$ cat config.mk
export PLATFORM = sky130hd
export DESIGN_NAME = sorted_priority_queue
export DESIGN_NICKNAME = d
export VERILOG_FILES = /design/src/spq_pkg.sv /design/src/spq_cell.sv /design/src/spq_handle_alloc.sv /design/src/sorted_priority_queue.sv
export SDC_FILE = /design/constraint.sdc
export NUM_CORES = 2
export LEC_CHECK = 0
export BUFFER_PORTS_ARGS = -buffer_cell sky130_fd_sc_hd__buf_4
export CAP_MARGIN = 20
export CORE_AREA = 2 2 473 475
export CTS_CLUSTER_DIAMETER = 30
export DETAILED_ROUTE_END_ITERATION = 8
export DIE_AREA = 0 0 475 477
export PLACE_DENSITY = 0.41
export SETUP_SLACK_MARGIN = 0.15
export SKIP_CTS_REPAIR_TIMING = 1
export SYNTH_ARGS = -nofsm -noshare
export SYNTH_HDL_FRONTEND = slang
export SYNTH_HIERARCHICAL = 1
export SYNTH_SLANG_ARGS = --single-unit
export TNS_END_PERCENT = 5
$ cat constraint.sdc
create_clock -name clock -period 8.7 [get_ports clock]
set_clock_uncertainty 0.2 [all_clocks]
set_input_delay 1.305 -clock clock [delete_from_list [all_inputs] [get_ports clock]]
set_output_delay 1.305 -clock clock [all_outputs]
set_load 0.05 [all_outputs]
$ cat src/spq_pkg.sv
// Shared types and constants for the sorted priority queue.
// Used by the cell, the handle allocator, the top level and the checker.
// No dependencies.
package spq_pkg;

   // Handles are four bits wide on both channels.
   localparam int HANDLE_BITS = 4;
   localparam int HANDLE_NUM  = 1 << HANDLE_BITS;
   localparam int ACTION_BITS = 2;
   localparam int STATUS_BITS = 2;

   typedef enum logic [ACTION_BITS-1:0] {
      ACT_PUSH_AHEAD  = 2'd0,
      ACT_PUSH_BEHIND = 2'd1,
      ACT_REMOVE      = 2'd2,
      ACT_NONE        = 2'd3
   } action_type;

   typedef enum logic [STATUS_BITS-1:0] {
      ST_DONE       = 2'd0,
      ST_ZERO_PRIO  = 2'd1,
      ST_FULL       = 2'd2,
      ST_BAD_HANDLE = 2'd3
   } status_type;

   // What a cell does with its slot in one cycle.
   typedef enum logic [1:0] {
      OP_HOLD,
      OP_LOAD,
      OP_FROM_LEFT,
      OP_FROM_RIGHT
   } cell_op_type;

   // Command broadcast to every cell of the chain.
   typedef struct packed {
      logic                   push;
      logic                   pop;
      logic                   behind;
      logic [HANDLE_BITS-1:0] handle;
   } cell_ctrl_type;

endpackage

$ cat src/spq_cell.sv
// One slot of the sorted chain: holds an entry and trades it with its neighbors.
// Depends on spq_pkg.
module spq_cell import spq_pkg::*; #(
   parameter int PRIO_BITS = 16,
   parameter int DATA_BITS = 32
) (
   input  logic                   clock,
   input  logic                   reset,
   input  cell_ctrl_type          ctrl,
   input  logic [PRIO_BITS-1:0]   new_prio,
   input  logic [DATA_BITS-1:0]   new_payload,
   input  logic [HANDLE_BITS-1:0] new_handle,
   input  logic                   left_valid,
   input  logic [PRIO_BITS-1:0]   left_prio,
   input  logic [DATA_BITS-1:0]   left_payload,
   input  logic [HANDLE_BITS-1:0] left_handle,
   input  logic                   right_valid,
   input  logic [PRIO_BITS-1:0]   right_prio,
   input  logic [DATA_BITS-1:0]   right_payload,
   input  logic [HANDLE_BITS-1:0] right_handle,
   input  logic                   ge_left,
   input  logic                   hit_left,
   output logic                   ge,
   output logic                   hit,
   output logic                   valid,
   output logic [PRIO_BITS-1:0]   prio,
   output logic [DATA_BITS-1:0]   payload,
   output logic [HANDLE_BITS-1:0] handle
);

   logic                   valid_ff, valid_in;
   logic [PRIO_BITS-1:0]   prio_ff, prio_in;
   logic [DATA_BITS-1:0]   payload_ff, payload_in;
   logic [HANDLE_BITS-1:0] handle_ff, handle_in;
   cell_op_type            op;
   logic                   goes_here;

   // The new entry belongs at or before this slot when the slot is empty or
   // holds a larger priority (or an equal one for a push ahead of equals).
   assign goes_here = ctrl.behind ? (new_prio < prio_ff) : (new_prio <= prio_ff);
   assign ge  = !valid_ff || goes_here;
   assign hit = hit_left || (valid_ff && (handle_ff == ctrl.handle));

   always_comb begin
      op = OP_HOLD;
      if (ctrl.push && ge) begin
         op = ge_left ? OP_FROM_LEFT : OP_LOAD;
      end else if (ctrl.pop && hit) begin
         op = OP_FROM_RIGHT;
      end
   end

   always_comb begin
      unique case (op)
         OP_LOAD: begin
            valid_in   = 1'b1;
            prio_in    = new_prio;
            payload_in = new_payload;
            handle_in  = new_handle;
         end
         OP_FROM_LEFT: begin
            valid_in   = left_valid;
            prio_in    = left_prio;
            payload_in = left_payload;
            handle_in  = left_handle;
         end
         OP_FROM_RIGHT: begin
            valid_in   = right_valid;
            prio_in    = right_prio;
            payload_in = right_payload;
            handle_in  = right_handle;
         end
         default: begin
            valid_in   = valid_ff;
            prio_in    = prio_ff;
            payload_in = payload_ff;
            handle_in  = handle_ff;
         end
      endcase
   end

   always_ff @(posedge clock) begin
      if (reset) begin
         valid_ff <= 1'b0;
         prio_ff  <= '0;
      end else begin
         valid_ff <= valid_in;
         prio_ff  <= prio_in;
      end
   end

   always_ff @(posedge clock) begin
      payload_ff <= payload_in;
      handle_ff  <= handle_in;
   end

   assign valid   = valid_ff;
   assign prio    = prio_ff;
   assign payload = payload_ff;
   assign handle  = handle_ff;

endmodule

$ cat src/spq_handle_alloc.sv
// Handle bookkeeping: in-use flags and the lowest free handle.
// Depends on spq_pkg.
module spq_handle_alloc import spq_pkg::*; #(
   parameter int DEPTH = 16
) (
   input  logic                   clock,
   input  logic                   reset,
   input  logic                   take,
   input  logic                   give_back,
   input  logic [HANDLE_BITS-1:0] give_back_handle,
   output logic [HANDLE_NUM-1:0]  in_use,
   output logic                   free_found,
   output logic [HANDLE_BITS-1:0] free_handle
);

   logic [HANDLE_NUM-1:0] in_use_ff, in_use_in;

   always_comb begin
      free_found  = 1'b0;
      free_handle = '0;
      for (int h = HANDLE_NUM - 1; h >= 0; h--) begin
         if (h < DEPTH && !in_use_ff[h]) begin
            free_found  = 1'b1;
            free_handle = HANDLE_BITS'(h);
         end
      end
   end

   always_comb begin
      in_use_in = in_use_ff;
      if (take) begin
         in_use_in[free_handle] = 1'b1;
      end
      if (give_back) begin
         in_use_in[give_back_handle] = 1'b0;
      end
   end

   always_ff @(posedge clock) begin
      if (reset) begin
         in_use_ff <= '0;
      end else begin
         in_use_ff <= in_use_in;
      end
   end

   assign in_use = in_use_ff;

endmodule

$ cat src/sorted_priority_queue.sv
// Sorted priority queue: a chain of DEPTH cells kept in ascending priority
// from cell 0. Every action (push ahead of equals, push behind equals, remove
// by handle) is applied to all cells at once, so one word is taken per
// clock; its response word is shown the cycle after and is held in an output
// register, which lets a new word in whenever that register is empty or being
// read. Depends on spq_pkg, spq_cell and spq_handle_alloc.
module sorted_priority_queue import spq_pkg::*; #(
   parameter int DEPTH     = 16,
   parameter int PRIO_BITS = 16,
   parameter int DATA_BITS = 32,
   localparam int CNT_BITS = $clog2(DEPTH + 1),
   localparam int REQ_RAW  = PRIO_BITS + DATA_BITS + HANDLE_BITS,
   localparam int REQ_BITS = ((REQ_RAW + 7) / 8) * 8,
   localparam int RSP_RAW  = STATUS_BITS + HANDLE_BITS + CNT_BITS + 1 + PRIO_BITS + DATA_BITS,
   localparam int RSP_BITS = ((RSP_RAW + 7) / 8) * 8
) (
   input  logic                   clock,
   input  logic                   reset,
   input  logic                   req_tvalid,
   output logic                   req_tready,
   // From bit 0: priority_req, payload, handle_in, zero fill.
   input  logic [REQ_BITS-1:0]    req_tdata,
   // Bits: action.
   input  logic [ACTION_BITS-1:0] req_tuser,
   output logic                   rsp_tvalid,
   input  logic                   rsp_tready,
   // From bit 0: status, handle_out, count, head_valid, head_priority,
   // head_payload, zero fill.
   output logic [RSP_BITS-1:0]    rsp_tdata
);

   logic [PRIO_BITS-1:0]   req_prio;
   logic [DATA_BITS-1:0]   req_payload;
   logic [HANDLE_BITS-1:0] req_handle;
   action_type             req_action;
   logic                   accept, is_push, is_remove;
   status_type             status;
   cell_ctrl_type          ctrl;

   logic                   rsp_valid_ff, rsp_valid_in;
   status_type             status_ff, status_in;
   logic [HANDLE_BITS-1:0] handle_ff, handle_in;
   logic [CNT_BITS-1:0]    count_ff, count_in;

   logic [HANDLE_NUM-1:0]  in_use;
   logic                   free_found;
   logic [HANDLE_BITS-1:0] free_handle;

   logic                   cell_valid   [DEPTH];
   logic [PRIO_BITS-1:0]   cell_prio    [DEPTH];
   logic [DATA_BITS-1:0]   cell_payload [DEPTH];
   logic [HANDLE_BITS-1:0] cell_handle  [DEPTH];
   logic                   cell_ge      [DEPTH];
   logic                   cell_hit     [DEPTH];

   assign req_prio    = req_tdata[PRIO_BITS-1:0];
   assign req_payload = req_tdata[PRIO_BITS +: DATA_BITS];
   assign req_handle  = req_tdata[PRIO_BITS + DATA_BITS +: HANDLE_BITS];
   assign req_action  = action_type'(req_tuser);

   assign req_tready = !rsp_valid_ff || rsp_tready;
   assign accept     = req_tvalid && req_tready;
   assign is_push    = (req_action == ACT_PUSH_AHEAD) || (req_action == ACT_PUSH_BEHIND);
   assign is_remove  = (req_action == ACT_REMOVE);

   always_comb begin
      priority if (is_push && (req_prio == '0)) begin
         status = ST_ZERO_PRIO;
      end else if (is_push && ((count_ff == CNT_BITS'(DEPTH)) || !free_found)) begin
         status = ST_FULL;
      end else if (is_remove && !in_use[req_handle]) begin
         status = ST_BAD_HANDLE;
      end else begin
         status = ST_DONE;
      end
   end

   assign ctrl.push   = accept && is_push && (status == ST_DONE);
   assign ctrl.pop    = accept && is_remove && (status == ST_DONE);
   assign ctrl.behind = (req_action == ACT_PUSH_BEHIND);
   assign ctrl.handle = req_handle;

   spq_handle_alloc #(
      .DEPTH(DEPTH)
   ) u_alloc (
      .clock            (clock),
      .reset            (reset),
      .take             (ctrl.push),
      .give_back        (ctrl.pop),
      .give_back_handle (req_handle),
      .in_use           (in_use),
      .free_found       (free_found),
      .free_handle      (free_handle)
   );

   for (genvar i = 0; i < DEPTH; i++) begin : g_cell
      logic                   lv, rv, gl, hl;
      logic [PRIO_BITS-1:0]   lp, rp;
      logic [DATA_BITS-1:0]   ld, rd;
      logic [HANDLE_BITS-1:0] lh, rh;

      if (i == 0) begin : g_first
         assign lv = 1'b0;
         assign lp = '0;
         assign ld = '0;
         assign lh = '0;
         assign gl = 1'b0;
         assign hl = 1'b0;
      end else begin : g_inner_left
         assign lv = cell_valid[i-1];
         assign lp = cell_prio[i-1];
         assign ld = cell_payload[i-1];
         assign lh = cell_handle[i-1];
         assign gl = cell_ge[i-1];
         assign hl = cell_hit[i-1];
      end

      // The last cell is refilled with an empty slot when entries move up.
      if (i == DEPTH - 1) begin : g_last
         assign rv = 1'b0;
         assign rp = '0;
         assign rd = '0;
         assign rh = '0;
      end else begin : g_inner_right
         assign rv = cell_valid[i+1];
         assign rp = cell_prio[i+1];
         assign rd = cell_payload[i+1];
         assign rh = cell_handle[i+1];
      end

      spq_cell #(
         .PRIO_BITS(PRIO_BITS),
         .DATA_BITS(DATA_BITS)
      ) u_cell (
         .clock         (clock),
         .reset         (reset),
         .ctrl          (ctrl),
         .new_prio      (req_prio),
         .new_payload   (req_payload),
         .new_handle    (free_handle),
         .left_valid    (lv),
         .left_prio     (lp),
         .left_payload  (ld),
         .left_handle   (lh),
         .right_valid   (rv),
         .right_prio    (rp),
         .right_payload (rd),
         .right_handle  (rh),
         .ge_left       (gl),
         .hit_left      (hl),
         .ge            (cell_ge[i]),
         .hit           (cell_hit[i]),
         .valid         (cell_valid[i]),
         .prio          (cell_prio[i]),
         .payload       (cell_payload[i]),
         .handle        (cell_handle[i])
      );
   end

   always_comb begin
      rsp_valid_in = rsp_valid_ff;
      status_in    = status_ff;
      handle_in    = handle_ff;
      count_in     = count_ff;
      if (rsp_tready) begin
         rsp_valid_in = 1'b0;
      end
      if (accept) begin
         rsp_valid_in = 1'b1;
         status_in    = status;
         handle_in    = ctrl.push ? free_handle : '0;
      end
      if (ctrl.push) begin
         count_in = count_ff + 1'b1;
      end else if (ctrl.pop) begin
         count_in = count_ff - 1'b1;
      end
   end

   always_ff @(posedge clock) begin
      if (reset) begin
         rsp_valid_ff <= 1'b0;
         count_ff     <= '0;
         status_ff    <= ST_DONE;
      end else begin
         rsp_valid_ff <= rsp_valid_in;
         count_ff     <= count_in;
         status_ff    <= status_in;
      end
   end

   always_ff @(posedge clock) begin
      handle_ff <= handle_in;
   end

   // The head cell only changes when a word is accepted, which also loads the
   // response register, so it always matches the response on display.
   assign rsp_tvalid = rsp_valid_ff;
   assign rsp_tdata  = RSP_BITS'({
      cell_valid[0] ? cell_payload[0] : {DATA_BITS{1'b0}},
      cell_valid[0] ? cell_prio[0] : {PRIO_BITS{1'b0}},
      cell_valid[0],
      count_ff,
      handle_ff,
      status_ff
   });

endmodule

==> run_results.csv <==
group,metric,value,unit
clock_tree,cts-htree-levels,5,
worst_setup_path,worstRegToRegCells,21,
layout,fin_area,68530,µm²
timing,worst_pin_slew,1.028,ns
global_route,grt_max_degree,117,
timing,setup_ws,2.072,ns
floorplan,num_io_pins,128,
clock_tree,clock_latency,0.91,ns
route,first_pass_iters,7,
global_route,antenna_found_initial,1,
route,vias,42310,
layout,finalNetCount,5469,
global_route,busiest_layer,"met2",
global_route,grtUsageTotal,15.90,%
placed_design,gp_congestion,0.7351,
logic_synthesis,ys_warn_count,6,
layout,nFillCells,22489,
floorplan,die_y,477,µm
timing,drv_slew,0,
clock_tree,cts.clk_slew.worst_paths,0.04,ns
worst_setup_path,crit_start,"req_tdata[49]",
placed_design,dp_cells,7810,
status,status,"completed",
floorplan,core,221400,µm²
placed_design,dp_slack,1.182,ns
logic_synthesis,syn_area,54990,µm²
route,wire_per_inst,22.15,µm
power,ir_drop,214.6,µV
global_route,grt_use_met3,2.686,%
logic_synthesis,synthCells,4900,
power,fin_total_pwr,19.86,mW
timing,fmax,150.9,MHz
global_route,grt_overflow,0,
timing,fin_crit_sh,76.18,%
worst_setup_path,criticalPathCategory,"input pin to flip-flop",
layout,instances_no_fill,8350,
timing,slew_headroom,31.42,%
worst_setup_path,reg2reg_to,"g_cell[14].u_cell/payload[1]$_DFFE_PP_",
worst_setup_path,critPathCapture,"g_cell[14].u_cell/payload[1]$_DFFE_PP_",
global_route,use_met1,20.63,%
logic_synthesis,postSynthAreaPerCell,11.22,µm²
placed_design,hpwl,124.0,mm
flow_run,drv_cap,0,
worst_setup_path,cp-end-kind,"flip-flop",
floorplan,dieArea,226600,µm²
layout,syn_to_final_growth,24.61,%
route,drtAntennaViolNets,0,
layout,drive_gt1_share,16.99,%
global_route,grt_pass1_wl,284.5,mm
clock_tree,numCtsBuffers,309,
route,drc,0,
timing,rsz0062_at_grt,"no",
worst_setup_path,startpoint_type,"input pin",
clock_tree,cts_sinks,876,
clock_tree,root_buffer,"clkbuf_16",
timing,min_period,6.628,ns
route,wirelength,185.0,mm
timing,setup_tns,0,ns
worst_setup_path,r2r_start,"g_cell[0].u_cell/handle[1]$_DFFE_PP_",
floorplan,start_util,24.84,%
timing,hold_viol_final,0,
worst_setup_path,cp_data_required_time,9.10,ns
worst_setup_path,crit_arrival,7.03,ns
clock_tree,cts_buffer_depth,4,
worst_setup_path,r2r_slack,2.38,ns
route,drtIter0Drc,2519,
power,power_density,289.9,nW/µm²
floorplan,rows,173,
route,viasPerCell,5.067,
placed_design,dpl-instance-area,58920,µm²
placed_design,portBuffers,119,
clock_tree,cts_tree,"built",
min_path,hp-class,"flip-flop to flip-flop",
global_route,use_met2,27.00,%
floorplan,die_x,475,µm
worst_setup_path,critPathMaxFanout,21,
global_route,grt_pass1_vias,45945,
timing,report.final.setup_viol,0,
power,leakage,24.61,nW
-- sequential cells by signal (all words and copies together) (netlist names) --
| signal | cells |
|---|---|
| g_cell.u_cell/prio | 256 |
| count_ff | 5 |
| g_cell.u_cell/payload | 512 |
| status_ff | 2 |
| handle_ff | 4 |
| u_alloc/in_use | 16 |
| g_cell.u_cell/handle | 64 |
| rsp_tvalid | 1 |
| g_cell.u_cell/valid | 16 |
-- metrics by stage --
| step | hold WS (ns) | utilization, % |
|---|---|---|
| after floorplan | 0.2579 | - |
| after global placement | 0.2892 | 26.54 |
| after detailed placement | 0.2893 | 26.61 |
| after CTS | 0.2939 | 30.94 |
| after global routing | 0.3042 | 30.95 |
| final | 0.2967 | 30.95 |
-- metal layers --
| metal | share of wire, % | wire (µm) |
|---|---|---|
| met1 | 46 | 84710 |
| met2 | 49 | 90690 |
| met3 | 3.3 | 6165 |
| met4 | 1.8 | 3404 |
| met5 | 0 | 0 |
-- critical path, cell delays in order --
cell	delay (ns)
buf_4	0.26
xor2_1	0.21
nor3_1	0.09
a31o_2	0.26
a31o_2	0.23
a31o_2	0.24
a31o_2	0.23
a31o_2	0.24
a31o_2	0.24
a31o_2	0.24
a31o_2	0.24
a31o_2	0.24
a31o_2	0.24
a31o_2	0.23
a31o_2	0.24
a31o_2	0.23
a31o_2	0.24
a31o_2	0.24
nand2_2	0.48
mux2i_4	0.39
buf_4	0.35
o221a_2	0.30
-- cell usage in the layout, fill, tap and decap left out, drive strengths merged, types with 17 or more instances in the layout --
cell type,n
conb,118
nor2b,266
a32o,17
buf,222
nor2,26
edfxtp,580
inv,305
o221a,592
dfxtp,296
a21o,44
o21ai,19
nor3,54
o21a,17
xor2,50
ha,259
a41o,20
a211oi,501
or3,600
o21bai,17
a31o,32
o211a,32
clkbuf,394
a21oi,90
and2,57
clkinv,116
bufinv,21
mux2i,276
nand2,140
nand4,59
-- power by group --
group / leakage, nW / total [mW] / internal, mW / switching [mW]
combinational: 12.0 / 3.62 / 1.43 / 2.19
clock: 4.74 / 10.2 / 7.24 / 3.01
sequential: 7.88 / 6.00 / 5.39 / 0.612
-- how the worst min path moves through the flow --
stage / start / to / slack (ns) / depth (start not counted)
2_1_floorplan: u_alloc/in_use[10]$_SDFF_PP0_ / u_alloc/in_use[10]$_SDFF_PP0_ / 0.26 / 2
3_3_place_gp: u_alloc/in_use[10]$_SDFF_PP0_ / u_alloc/in_use[10]$_SDFF_PP0_ / 0.29 / 2
3_5_place_dp: u_alloc/in_use[10]$_SDFF_PP0_ / u_alloc/in_use[10]$_SDFF_PP0_ / 0.29 / 2
4_1_cts: u_alloc/in_use[10]$_SDFF_PP0_ / u_alloc/in_use[10]$_SDFF_PP0_ / 0.29 / 2
5_1_grt: u_alloc/in_use[10]$_SDFF_PP0_ / u_alloc/in_use[10]$_SDFF_PP0_ / 0.30 / 2
6_report: u_alloc/in_use[10]$_SDFF_PP0_ / u_alloc/in_use[10]$_SDFF_PP0_ / 0.30 / 2
-- final cells by class --
cell class                 instances  area (µm²)  share of cell area [%]
clock inverter                   144        1227                   1.791
sequential                       876       23340                   34.06
antenna                            1       2.502                0.003652
clock buffer                     394        8359                   12.20
inverter                         298        1119                   1.632
timing repair buffer             222        1788                   2.609
tap                             2975        3722                   5.432
multi-input combinational       3440       28970                   42.27
No activity file was read; power rests on OpenSTA's default activity.
